===== config.mk =====
export PLATFORM = sky130hd
export DESIGN_NAME = integer_to_radix_ascii_unit
export DESIGN_NICKNAME = d
export VERILOG_FILES = /design/src/rtl/core/itra_pkg.sv /design/src/rtl/core/itra_ram.sv /design/src/rtl/core/itra_ctrl.sv /design/src/rtl/core/itra_dpath.sv /design/src/rtl/core/integer_to_radix_ascii_unit.sv
export SDC_FILE = /design/constraint.sdc
export NUM_CORES = 1
export LEC_CHECK = 0
export BUFFER_PORTS_ARGS = -buffer_cell sky130_fd_sc_hd__buf_2
export CORE_ASPECT_RATIO = 0.9
export CORE_MARGIN = 2
export CORE_UTILIZATION = 50
export CTS_CLUSTER_SIZE = 14
export DETAILED_ROUTE_END_ITERATION = 8
export PLACE_DENSITY = 0.71
export SLEW_MARGIN = 20
export SYNTH_ARGS = -nofsm -noshare
export SYNTH_HDL_FRONTEND = slang
export SYNTH_HIERARCHICAL = 1
export SYNTH_SLANG_ARGS = --single-unit

===== constraint.sdc =====
create_clock -name clk -period 16.5 [get_ports clk]
set_input_delay 0.825 -clock clk [delete_from_list [all_inputs] [get_ports clk]]
set_output_delay 0.825 -clock clk [all_outputs]
set_load 0.005 [all_outputs]

===== src/rtl/core/itra_pkg.sv =====
// itra_pkg: shared constants, command/status structs and the digit-to-ascii function
// for the integer-to-radix ascii unit; no dependencies
package itra_pkg;

  localparam int ITRA_VALUE_WIDTH = 32;
  localparam int RADIX_W          = 6;
  localparam int CHAR_W           = 7;
  localparam int BITS_PER_CYCLE   = 8;

  localparam logic [RADIX_W-1:0] RADIX_RESET = 6'd10;
  localparam logic [RADIX_W-1:0] RADIX_MIN   = 6'd2;
  localparam logic [RADIX_W-1:0] RADIX_MAX   = 6'd36;
  localparam logic [RADIX_W-1:0] RADIX_DEC   = 6'd10;
  localparam logic [RADIX_W-1:0] DIGIT_NINE  = 6'd9;

  localparam logic [CHAR_W-1:0] ASCII_ZERO  = 7'h30;
  localparam logic [CHAR_W-1:0] ASCII_A     = 7'h61;
  localparam logic [CHAR_W-1:0] ASCII_MINUS = 7'h2d;
  localparam logic [CHAR_W-1:0] ASCII_NINE  = 7'h39;
  localparam logic [CHAR_W-1:0] ASCII_Z     = 7'h7a;
  localparam logic [CHAR_W-1:0] TEN_OFFSET  = 7'd10;

  typedef struct packed {
    logic load;
    logic div_step;
    logic store;
    logic emit_sign;
    logic rd;
    logic emit_digit;
  } itra_cmd_t;

  typedef struct packed {
    logic quot_zero;
    logic neg;
    logic idx_one;
  } itra_status_t;

  function automatic logic [CHAR_W-1:0] digit_ascii(input logic [RADIX_W-1:0] d);
    logic [CHAR_W-1:0] dx;
    dx = CHAR_W'(d);
    if (d > DIGIT_NINE) begin
      return dx - TEN_OFFSET + ASCII_A;
    end
    return dx + ASCII_ZERO;
  endfunction

endpackage


===== src/rtl/core/itra_ram.sv =====
// itra_ram: generic single-write, single-read ram with registered read data
// no dependencies
module itra_ram #(
  parameter int WIDTH = 6,
  parameter int DEPTH = 32
) (
  input  logic                                    clk,
  input  logic                                    we,
  input  logic [((DEPTH > 1) ? $clog2(DEPTH) : 1)-1:0] waddr,
  input  logic [WIDTH-1:0]                        wdata,
  input  logic [((DEPTH > 1) ? $clog2(DEPTH) : 1)-1:0] raddr,
  output logic [WIDTH-1:0]                        rdata
);

  logic [WIDTH-1:0] mem [DEPTH];
  logic [WIDTH-1:0] rdata_r;

  always_ff @(posedge clk) begin
    if (we) begin
      mem[waddr] <= wdata;
    end
    rdata_r <= mem[raddr];
  end

  assign rdata = rdata_r;

endmodule


===== src/rtl/core/itra_ctrl.sv =====
// itra_ctrl: controller state machine sequencing divide, store and emit phases
// depends on itra_pkg
module itra_ctrl import itra_pkg::*; #(
  parameter int VALUE_WIDTH = ITRA_VALUE_WIDTH
) (
  input  logic         clk,
  input  logic         rst_n,
  input  logic         start,
  output logic         busy,
  input  itra_status_t status,
  output itra_cmd_t    cmd
);

  localparam int DIV_W = ((VALUE_WIDTH + BITS_PER_CYCLE - 1) / BITS_PER_CYCLE) * BITS_PER_CYCLE;
  localparam int STEPS = DIV_W / BITS_PER_CYCLE;
  localparam int SC_W  = (STEPS > 1) ? $clog2(STEPS) : 1;
  localparam logic [SC_W-1:0] STEP_LAST = SC_W'(STEPS - 1);

  localparam logic [2:0] ST_IDLE  = 3'd0;
  localparam logic [2:0] ST_DIV   = 3'd1;
  localparam logic [2:0] ST_STORE = 3'd2;
  localparam logic [2:0] ST_SIGN  = 3'd3;
  localparam logic [2:0] ST_RD    = 3'd4;
  localparam logic [2:0] ST_OUT   = 3'd5;

  logic [2:0]      st_r, st_nxt;
  logic [SC_W-1:0] step_r, step_nxt;

  always_comb begin
    st_nxt   = st_r;
    step_nxt = step_r;
    cmd      = '0;
    unique case (st_r)
      ST_IDLE: begin
        if (start) begin
          cmd.load = 1'b1;
          step_nxt = '0;
          st_nxt   = ST_DIV;
        end
      end
      ST_DIV: begin
        cmd.div_step = 1'b1;
        step_nxt     = step_r + 1'b1;
        if (step_r == STEP_LAST) begin
          st_nxt = ST_STORE;
        end
      end
      ST_STORE: begin
        cmd.store = 1'b1;
        step_nxt  = '0;
        st_nxt    = status.quot_zero ? ST_SIGN : ST_DIV;
      end
      ST_SIGN: begin
        cmd.emit_sign = status.neg;
        st_nxt        = ST_RD;
      end
      ST_RD: begin
        cmd.rd = 1'b1;
        st_nxt = ST_OUT;
      end
      ST_OUT: begin
        cmd.emit_digit = 1'b1;
        st_nxt         = status.idx_one ? ST_IDLE : ST_RD;
      end
      default: begin
        st_nxt = ST_IDLE;
      end
    endcase
  end

  always_ff @(posedge clk) begin
    if (!rst_n) begin
      st_r   <= ST_IDLE;
      step_r <= '0;
    end else begin
      st_r   <= st_nxt;
      step_r <= step_nxt;
    end
  end

  assign busy = (st_r != ST_IDLE);

endmodule


===== src/rtl/core/itra_dpath.sv =====
// itra_dpath: radix register, shift-subtract divider, digit count, output registers
// depends on itra_pkg and itra_ram
module itra_dpath import itra_pkg::*; #(
  parameter int VALUE_WIDTH = ITRA_VALUE_WIDTH
) (
  input  logic                   clk,
  input  logic                   rst_n,
  input  itra_cmd_t              cmd,
  output itra_status_t           status,
  input  logic                   cfg_we,
  input  logic [RADIX_W-1:0]     cfg_radix,
  input  logic [VALUE_WIDTH-1:0] value_in,
  output logic                   out_valid,
  output logic [CHAR_W-1:0]      out_digit_char,
  output logic                   out_last_char
);

  localparam int DIV_W = ((VALUE_WIDTH + BITS_PER_CYCLE - 1) / BITS_PER_CYCLE) * BITS_PER_CYCLE;
  localparam int CNT_W = $clog2(VALUE_WIDTH + 1);
  localparam int AW    = (VALUE_WIDTH > 1) ? $clog2(VALUE_WIDTH) : 1;

  logic [RADIX_W-1:0] radix_r;
  logic [RADIX_W-1:0] base;
  logic [DIV_W-1:0]   sh_r, sh_nxt;
  logic [RADIX_W-1:0] rem_r, rem_nxt;
  logic [CNT_W-1:0]   cnt_r, cnt_nxt;
  logic               neg_r, neg_nxt;
  logic               valid_r, valid_nxt;
  logic [CHAR_W-1:0]  char_r, char_nxt;
  logic               last_r, last_nxt;
  logic [VALUE_WIDTH-1:0] v_raw;
  logic [VALUE_WIDTH-1:0] v_neg;
  logic               is_neg;
  logic [DIV_W-1:0]   step_sh;
  logic [RADIX_W-1:0] step_rem;
  logic [RADIX_W:0]   trial;
  logic [CNT_W-1:0]   rd_idx;
  logic [RADIX_W-1:0] rd_digit;

  always_comb begin
    if (radix_r < RADIX_MIN) begin
      base = RADIX_MIN;
    end else if (radix_r > RADIX_MAX) begin
      base = RADIX_MAX;
    end else begin
      base = radix_r;
    end
  end

  assign v_raw  = value_in;
  assign v_neg  = '0 - v_raw;
  assign is_neg = (base == RADIX_DEC) && v_raw[VALUE_WIDTH-1];

  // eight restoring division steps per cycle, applied while cmd.div_step is set
  always_comb begin
    step_sh  = sh_r;
    step_rem = rem_r;
    trial    = '0;
    for (int i = 0; i < BITS_PER_CYCLE; i++) begin
      trial   = {step_rem, step_sh[DIV_W-1]};
      step_sh = {step_sh[DIV_W-2:0], 1'b0};
      if (trial >= {1'b0, base}) begin
        trial      = trial - {1'b0, base};
        step_sh[0] = 1'b1;
      end
      step_rem = trial[RADIX_W-1:0];
    end
  end

  assign rd_idx = cnt_r - 1'b1;

  itra_ram #(
    .WIDTH (RADIX_W),
    .DEPTH (VALUE_WIDTH)
  ) u_store (
    .clk   (clk),
    .we    (cmd.store),
    .waddr (cnt_r[AW-1:0]),
    .wdata (rem_r),
    .raddr (rd_idx[AW-1:0]),
    .rdata (rd_digit)
  );

  always_comb begin
    sh_nxt    = sh_r;
    rem_nxt   = rem_r;
    cnt_nxt   = cnt_r;
    neg_nxt   = neg_r;
    valid_nxt = 1'b0;
    char_nxt  = char_r;
    last_nxt  = last_r;
    if (cmd.load) begin
      sh_nxt  = DIV_W'(is_neg ? v_neg : v_raw);
      rem_nxt = '0;
      cnt_nxt = '0;
      neg_nxt = is_neg;
    end
    if (cmd.div_step) begin
      sh_nxt  = step_sh;
      rem_nxt = step_rem;
    end
    if (cmd.store) begin
      cnt_nxt = cnt_r + 1'b1;
      rem_nxt = '0;
    end
    if (cmd.emit_sign) begin
      valid_nxt = 1'b1;
      char_nxt  = ASCII_MINUS;
      last_nxt  = 1'b0;
    end
    if (cmd.emit_digit) begin
      valid_nxt = 1'b1;
      char_nxt  = digit_ascii(rd_digit);
      last_nxt  = (cnt_r == CNT_W'(1));
      cnt_nxt   = rd_idx;
    end
  end

  always_ff @(posedge clk) begin
    if (!rst_n) begin
      radix_r <= RADIX_RESET;
      cnt_r   <= '0;
      neg_r   <= 1'b0;
      valid_r <= 1'b0;
    end else begin
      if (cfg_we) begin
        radix_r <= cfg_radix;
      end
      cnt_r   <= cnt_nxt;
      neg_r   <= neg_nxt;
      valid_r <= valid_nxt;
    end
  end

  always_ff @(posedge clk) begin
    sh_r   <= sh_nxt;
    rem_r  <= rem_nxt;
    char_r <= char_nxt;
    last_r <= last_nxt;
  end

  assign status.quot_zero = (sh_r == '0);
  assign status.neg       = neg_r;
  assign status.idx_one   = (cnt_r == CNT_W'(1));

  assign out_valid      = valid_r;
  assign out_digit_char = char_r;
  assign out_last_char  = last_r;

endmodule


===== src/rtl/core/integer_to_radix_ascii_unit.sv =====
// integer_to_radix_ascii_unit: top level, converts one integer per transaction into
// ascii digits in the configured radix; depends on itra_pkg, itra_ctrl, itra_dpath
// sequence: a load, then for each digit a run of divider steps and a store, then
//   a sign slot, then the digits read back from the store, most significant first
// a new value is accepted only while busy is low
// reset: synchronous active-low, radix returns to 10, unit idle; results cannot stall
module integer_to_radix_ascii_unit import itra_pkg::*; #(
  parameter int VALUE_WIDTH = ITRA_VALUE_WIDTH
) (
  input  logic                          clk,
  input  logic                          rst_n,
  input  logic                          start,
  output logic                          busy,
  input  logic signed [VALUE_WIDTH-1:0] in_value,
  output logic                          out_valid,
  output logic [CHAR_W-1:0]             out_digit_char,
  output logic                          out_last_char,
  input  logic                          cfg_valid,
  output logic                          cfg_ready,
  input  logic [RADIX_W-1:0]            cfg_radix
);

  itra_cmd_t    cmd;
  itra_status_t status;
  logic         busy_w;

  itra_ctrl #(
    .VALUE_WIDTH (VALUE_WIDTH)
  ) u_ctrl (
    .clk    (clk),
    .rst_n  (rst_n),
    .start  (start),
    .busy   (busy_w),
    .status (status),
    .cmd    (cmd)
  );

  itra_dpath #(
    .VALUE_WIDTH (VALUE_WIDTH)
  ) u_dpath (
    .clk            (clk),
    .rst_n          (rst_n),
    .cmd            (cmd),
    .status         (status),
    .cfg_we         (cfg_valid && cfg_ready),
    .cfg_radix      (cfg_radix),
    .value_in       (in_value),
    .out_valid      (out_valid),
    .out_digit_char (out_digit_char),
    .out_last_char  (out_last_char)
  );

  assign busy      = busy_w;
  assign cfg_ready = !busy_w && !start;

endmodule


=== After elaboration in Yosys (flattened, before gate mapping) ===
Memories as Yosys holds them, arrays and structs flattened. A register that Yosys moved wholly into a read port is not among the register bits.
Index checks and enable logic that the tools add are counted.

* Register bits after elaboration: 65
* RAM bits: 192
* Output and inout bits: 11
* Word-level logic and storage cells: 111
* Memories kept: 1

* Add/subtract/negate cells: 15
* Magnitude comparators: 11
* Equality and inequality tests: 10
* Muxes and demuxes: 50
* Reduce and logical (&&, ||, !) cells: 14

{| class="wikitable"
|+ Memory list
! memory !! depth !! width !! read ports !! clocked after memory_dff !! wr ports !! RTL line !! source
|-
| u_dpath.u_store.mem || 32 || 6 || 1 || 1 || 1 || itra_ram.sv:15 || <nowiki>logic [WIDTH-1:0] mem [DEPTH];</nowiki>
|}

{| class="wikitable"
|+ Operators by type and width
! operator !! count
|-
| $mux 32 || 3
|-
| $mux 6 || 14
|-
| $ge 7x6->1 || 8
|-
| $sub 6x6->6 || 8
|-
| $logic_not 32->1 || 1
|-
| $sub 1x32->32 const A || 1
|-
| $mux 7 || 4
|-
| $mux 1 || 22
|-
| $pmux 3 s6 || 1
|-
| $mux 3 || 3
|-
| $reduce_bool 3->1 || 3
|-
| $add 6x6->7 const B || 1
|-
| $add 7x7->7 const B || 1
|-
| $sub 6x4->7 const B || 1
|-
| $add 6x1->6 const B || 1
|-
| $eq 3x2->1 const B || 2
|-
| $eq 3x3->1 const B || 2
|-
| $eq 6x1->1 const B || 1
|-
| $eq 6x4->1 const B || 1
|-
| $gt 6x4->1 const B || 1
|-
| $gt 6x6->1 const B || 1
|-
| $lt 6x2->1 const B || 1
|-
| $pmux 2 s3 || 1
|-
| $sub 6x1->6 const B || 1
|-
| other kinds (11) || 17
|}

=== Logic depth before layout (Yosys ltp) ===
* Word-level depth: 20
* Depth in mapped cells: 79
* Gate-level depth less buffers: 78

=== Cells and area by module ===
The synthesis kept the hierarchy.

{| class="wikitable"
|+ Modules (own cells, without submodules)
! module !! times used !! cells each !! area an instance (µm²)
|-
| itra_ram || 1 || 323 || 7,589.8
|-
| itra_dpath || 1 || 750 || 6,217.2
|-
| itra_ctrl || 1 || 43 || 331.6
|-
| integer_to_radix_ascii_unit || 1 || 2 || 16.3
|}

=== Least setup slack after synthesis ===
No wires, ideal clock.

* Path kind: reg-to-reg
* From: reg u_dpath.radix_r[2]
* To: reg u_dpath.rem_r[1]
* Arrival time: 15.871 ns
* Setup slack: 0.533 ns
* Stages on the path, launching flop included: 77
* Buffers on the path: 1
* Clock period less this slack: 15.967 ns
* Path through: dfxtp_1 > or3_1 > or3_1 > and3_1 > ha_1 > nor2b_1 > o21ai_1 > a21o_1 > mux2_2 > ha_1 > a21o_1 > a31oi_1 > o21ai_0 > a221oi_2 > clkbuf_1 > nor2b_1 > a21oi_1 > ha_1 > [... 41 more ...] > nand2b_1 > a21o_1 > a21o_1 > a31o_2 > a21o_1 > a31oi_1 > o31ai_2 > mux2_4 > inv_1 > ha_1 > nor2b_1 > o21ai_0 > nand2b_1 > a21o_1 > a21o_1 > a211o_1 > or4_1 > o311ai_1

* Cells in the longest elaborated chain, start to end: 20

{| class="wikitable"
|+ RTL lines
! element !! RTL line !! source
|-
| from (decl) || itra_dpath.sv:22 || <nowiki>logic [RADIX_W-1:0] radix_r;</nowiki>
|-
| from (signal assigned) || itra_dpath.sv:127 || <nowiki>radix_r <= cfg_radix;</nowiki>
|-
| $gt 6x6->1 || itra_dpath.sv:43 || <nowiki>end else if (radix_r > RADIX_MAX) begin</nowiki>
|-
| $mux 6 || itra_dpath.sv:43 ||
|-
| $mux 6 * || itra_dpath.sv:41 || <nowiki>if (radix_r < RADIX_MIN) begin</nowiki>
|-
| $sub 6x6->6 or $ge 7x6->1 (tied branches) || itra_dpath.sv:63, itra_dpath.sv:62 ||
|-
| $mux 6 || itra_dpath.sv:62 || <nowiki>if (trial >= {1'b0, base}) begin</nowiki>
|-
| $sub 6x6->6 or $ge 7x6->1 (tied branches) || itra_dpath.sv:63, itra_dpath.sv:62 ||
|-
| $mux 6 || itra_dpath.sv:62 ||
|-
| $sub 6x6->6 or $ge 7x6->1 (tied branches) || itra_dpath.sv:63, itra_dpath.sv:62 ||
|-
| [... 4 more ...] || n/a ||
|-
| $mux 6 || itra_dpath.sv:62 ||
|-
| $sub 6x6->6 or $ge 7x6->1 (tied branches) || itra_dpath.sv:63, itra_dpath.sv:62 ||
|-
| $mux 6 || itra_dpath.sv:62 ||
|-
| $ge 7x6->1 or $sub 6x6->6 (tied branches) || itra_dpath.sv:62, itra_dpath.sv:63 ||
|-
| $mux 6 || itra_dpath.sv:62 ||
|-
| $sub 6x6->6 or $ge 7x6->1 (tied branches) || itra_dpath.sv:63, itra_dpath.sv:62 ||
|-
| $mux 6 * || itra_dpath.sv:62 ||
|-
| $mux 6 * || itra_dpath.sv:98 || <nowiki>if (cmd.div_step) begin</nowiki>
|-
| to (signal assigned) || itra_dpath.sv:137 || <nowiki>rem_r <= rem_nxt;</nowiki>
|-
| to (decl) || itra_dpath.sv:25 || <nowiki>logic [RADIX_W-1:0] rem_r, rem_nxt;</nowiki>
|}

Mark *: on every way between the ends. The rest lies on a longest branch, timed or not.
A chain may end at the register's enable or synchronous reset.

=== Final worst setup path ===
Ends and elaborated chain as after synthesis.

==> summary.md <==
| Metric | Value |
|---|---|
| Status | finished clean |
| Most common cell on crit path | a21o_1 |
| Busiest grt layer | met2 |
| Met2 Resource Use GR | 0.3457 |
| Setup violators final | 0 |
| Clk_lat worst skew | 0.55 ns |
| GP Congestion | 0.9530 |
| Largest net degree at the start of global routing | 69 |
| Htree depth | 1 |
| Met3 usage | 0.02609 |
| DP Wirelength | 21640 um |
| Syn nets | 1227 |
| Worst Setup Start Kind | flip-flop |
| Setup TNS | 0 ns |
| Initial Utilization | 0.5079 |
| Top-count cell post-synth | edfxtp_1 |
| Met1 Track Usage GR | 0.2975 |
| CTS tree | yes |
| EDFF count, synth | 232 |
| Cell area after layout | 16040 um^2 |
| Slew @ Worst Pin | 1.055 ns |
| Die Y | 163.6 um |
| Syn-to-layout area delta | 13.29% |
| Routed vias | 9426 |
| Area contributors post-synth | edfxtp_1 49%, mux4_2 9.5%, ha_1 5.2% |
| Clk_skew | 0.01774 ns |
| Ys async rst share | 0 |
| Placeable Area | 27870 um^2 |
| CP startpoint | u_dpath/radix_r[2]$_SDFFE_PN0P_ |
| Antenna Nets Post-Route | 0 |
| Syn Std Cell Area | 14150 um^2 |
| Area post-placement | 14910 um^2 |
| Synth area leader | edfxtp_1 |
| Fill cell count | 2259 |
| Max_cap viols | 0 |
| Worst path max stage delay | 0.51 ns |
| Critical path type | flip-flop to flip-flop |
| Final core utilization | 0.5755 |
| Mean number of vias per cell | 5.955 |
| Die area | 29670 um^2 |
| Synth top area share | 0.4922 |
| Slowest stage cell, crit path | or4_1 |
| Root buffer cell | clkbuf_16 |
| Max-slew violation count | 0 |
| Mapped Avg Cell Area | 12.66 um^2 |
| Clk sinks | 263 |
| ANT cells | 0 |
| Global-route usage over all layers | 0.2112 |
| Die X | 181.4 um |
| Max transition margin | 0.2900 |
| Multi-input gate area | 6344 um^2 |
| Delay-heaviest family, CP | compound AO/OA/AOI/OAI gates |
| Worst-path clk slew | 0.06 ns |
| Min Tclk post-route | 15.61 ns |
| First-pass DRT Iterations | 5 |
| Hold Startpoint | u_dpath/cnt_r[5]$_SDFFE_PN0P_ |
| Initial drt markers | 846 |
| # hold bufs at CTS | 0 |
| Global-route wire length before repair | 49130 um |
| Post-route setup slack | 0.8948 ns |
| Longest Clk Path Bufs | 3 |
| Final hold vios | 0 |
| Vias in the first global route | 9060 |
| Cells after synthesis | 1118 |
| Final wirelength | 31440 um |
| Reg area | 7587 um^2 |
| Post-synth cell types | 77 |
| #FFs+latches synth | 263 |
| WP data required | 16.93 ns |
| CP bufs+invs | 7 |
| Tcrit/Tclk final | 0.9458 |
| Post-synthesis sequential area ratio | 0.5360 |
| DRC viols | 0 |
| Grt ovf | 0 |
| Post-Place Setup Slack | -0.3656 ns |
| Reg-to-Reg Start | u_dpath/radix_r[2]$_SDFFE_PN0P_ |
| Crit Path Max Fanout | 10 |
| FP Rows | 58 |
| Mean routed wirelength per cell | 19.86 um |
| TritonCTS Buffers | 27 |
| CP endpoint kind | flip-flop |
| Post-layout nets | 1311 |
| I/O Buffers | 52 |
| Post-synth top cells | 232 x edfxtp_1, 99 x nor2_1, 92 x nand2_1 |
| Ys Warns | 6 |
| Maximum clock rate | 64.08 MHz |
| Ports | 53 |
| Hold WC Path Type | flip-flop to flip-flop |
| Main flop type after synthesis | edfxtp_1 |
| Arr. time, crit path | 16.03 ns |
| Share of layout cells above drive strength 1 | 0.2085 |
| Initial antenna violation count | 0 |
layer usage:
metal,vias up,part of all wire
met3,55,0.055
met2,311,0.47
met5,-,0
met1,4619,0.45
li1,4441,-
met4,0,0.026
cell families (layout without fill, tap and decap cells):
group / count (synthesis) / count (layout) / synth area share
buffers and inverters: 86 / 191 / 0.02590
and+or+nand+nor: 331 / 331 / 0.1139
DFF: 263 / 263 / 0.5360
AOI/OAI and AO/OA: 215 / 215 / 0.1008
xor gates and xnor gates: 62 / 62 / 0.03836
adders and majority gates: 67 / 67 / 0.06347
muxes: 94 / 94 / 0.1216
path summary, 6_finish.rpt:
kind,to,slack [ns],cells after the start
setup reg to reg,u_dpath/rem_r[1]$_SDFFE_PP0P_,0.89,73
setup / recovery,u_dpath/rem_r[1]$_SDFFE_PP0P_,0.89,73
hold reg to reg,u_dpath/cnt_r[5]$_SDFFE_PN0P_,0.49,1
hold / removal,u_dpath/cnt_r[5]$_SDFFE_PN0P_,0.49,1
layout make-up:
class,instances,share of cell area
clock buffers,38,0.04595
clock inverters,12,0.01108
inverters,50,0.01170
multi-input cells,769,0.3956
flip-flops and latches,263,0.4731
well taps,360,0.02809
repair buffers,91,0.03449
timing repair:
action	in CTS	in global routing
resized for setup	3	26
setup buffers	6	8
setup endpoints to repair	7	7
pin swaps	2	4
metrics by stage:
step,instances,hold slack (ns)
after floorplan,1118,0.4397
after global placement,1519,0.4760
after detailed placement,1519,0.4743
after CTS,1575,0.4823
after global routing,1583,0.5002
final,1583,0.4877
state kept, by name (all words and copies together) (netlist names):
signal                  cells
u_ctrl/st_r                 3
u_ctrl/step_r               2
u_dpath/cnt_r               6
u_dpath/neg_r               1
u_dpath/out_digit_char      7
u_dpath/out_last_char       1
u_dpath/out_valid           1
u_dpath/radix_r             6
u_dpath/rem_r               6
u_dpath/sh_r               32
u_dpath/u_store/mem       192
u_dpath/u_store/rdata       6
cells in the final DEF (no fill, tap or decap), types with 8 or more instances in the layout:
cell type  count
mux2_2        16
mux4_2        60
a21oi_1       41
nand2_1       91
o21a_1        12
buf_2         52
nor2_1        97
nand3_1       11
clkbuf_1       9
nor4_1        12
xor2_1        25
fa_1           8
nand4_1        9
and3_1         8
edfxtp_1     232
dfxtp_1       31
o211ai_1      15
o21ai_0       55
nand2b_1      19
nor2b_1       19
buf_4         39
nor3_1        19
inv_1         48
a31oi_1        8
clkbuf_16     27
xnor2_1       36
mux2i_1       14
a21o_1        17
ha_1          58
Power is not shown: default switching activity piles up to over one toggle a cycle in this logic, so the estimate is an artifact.
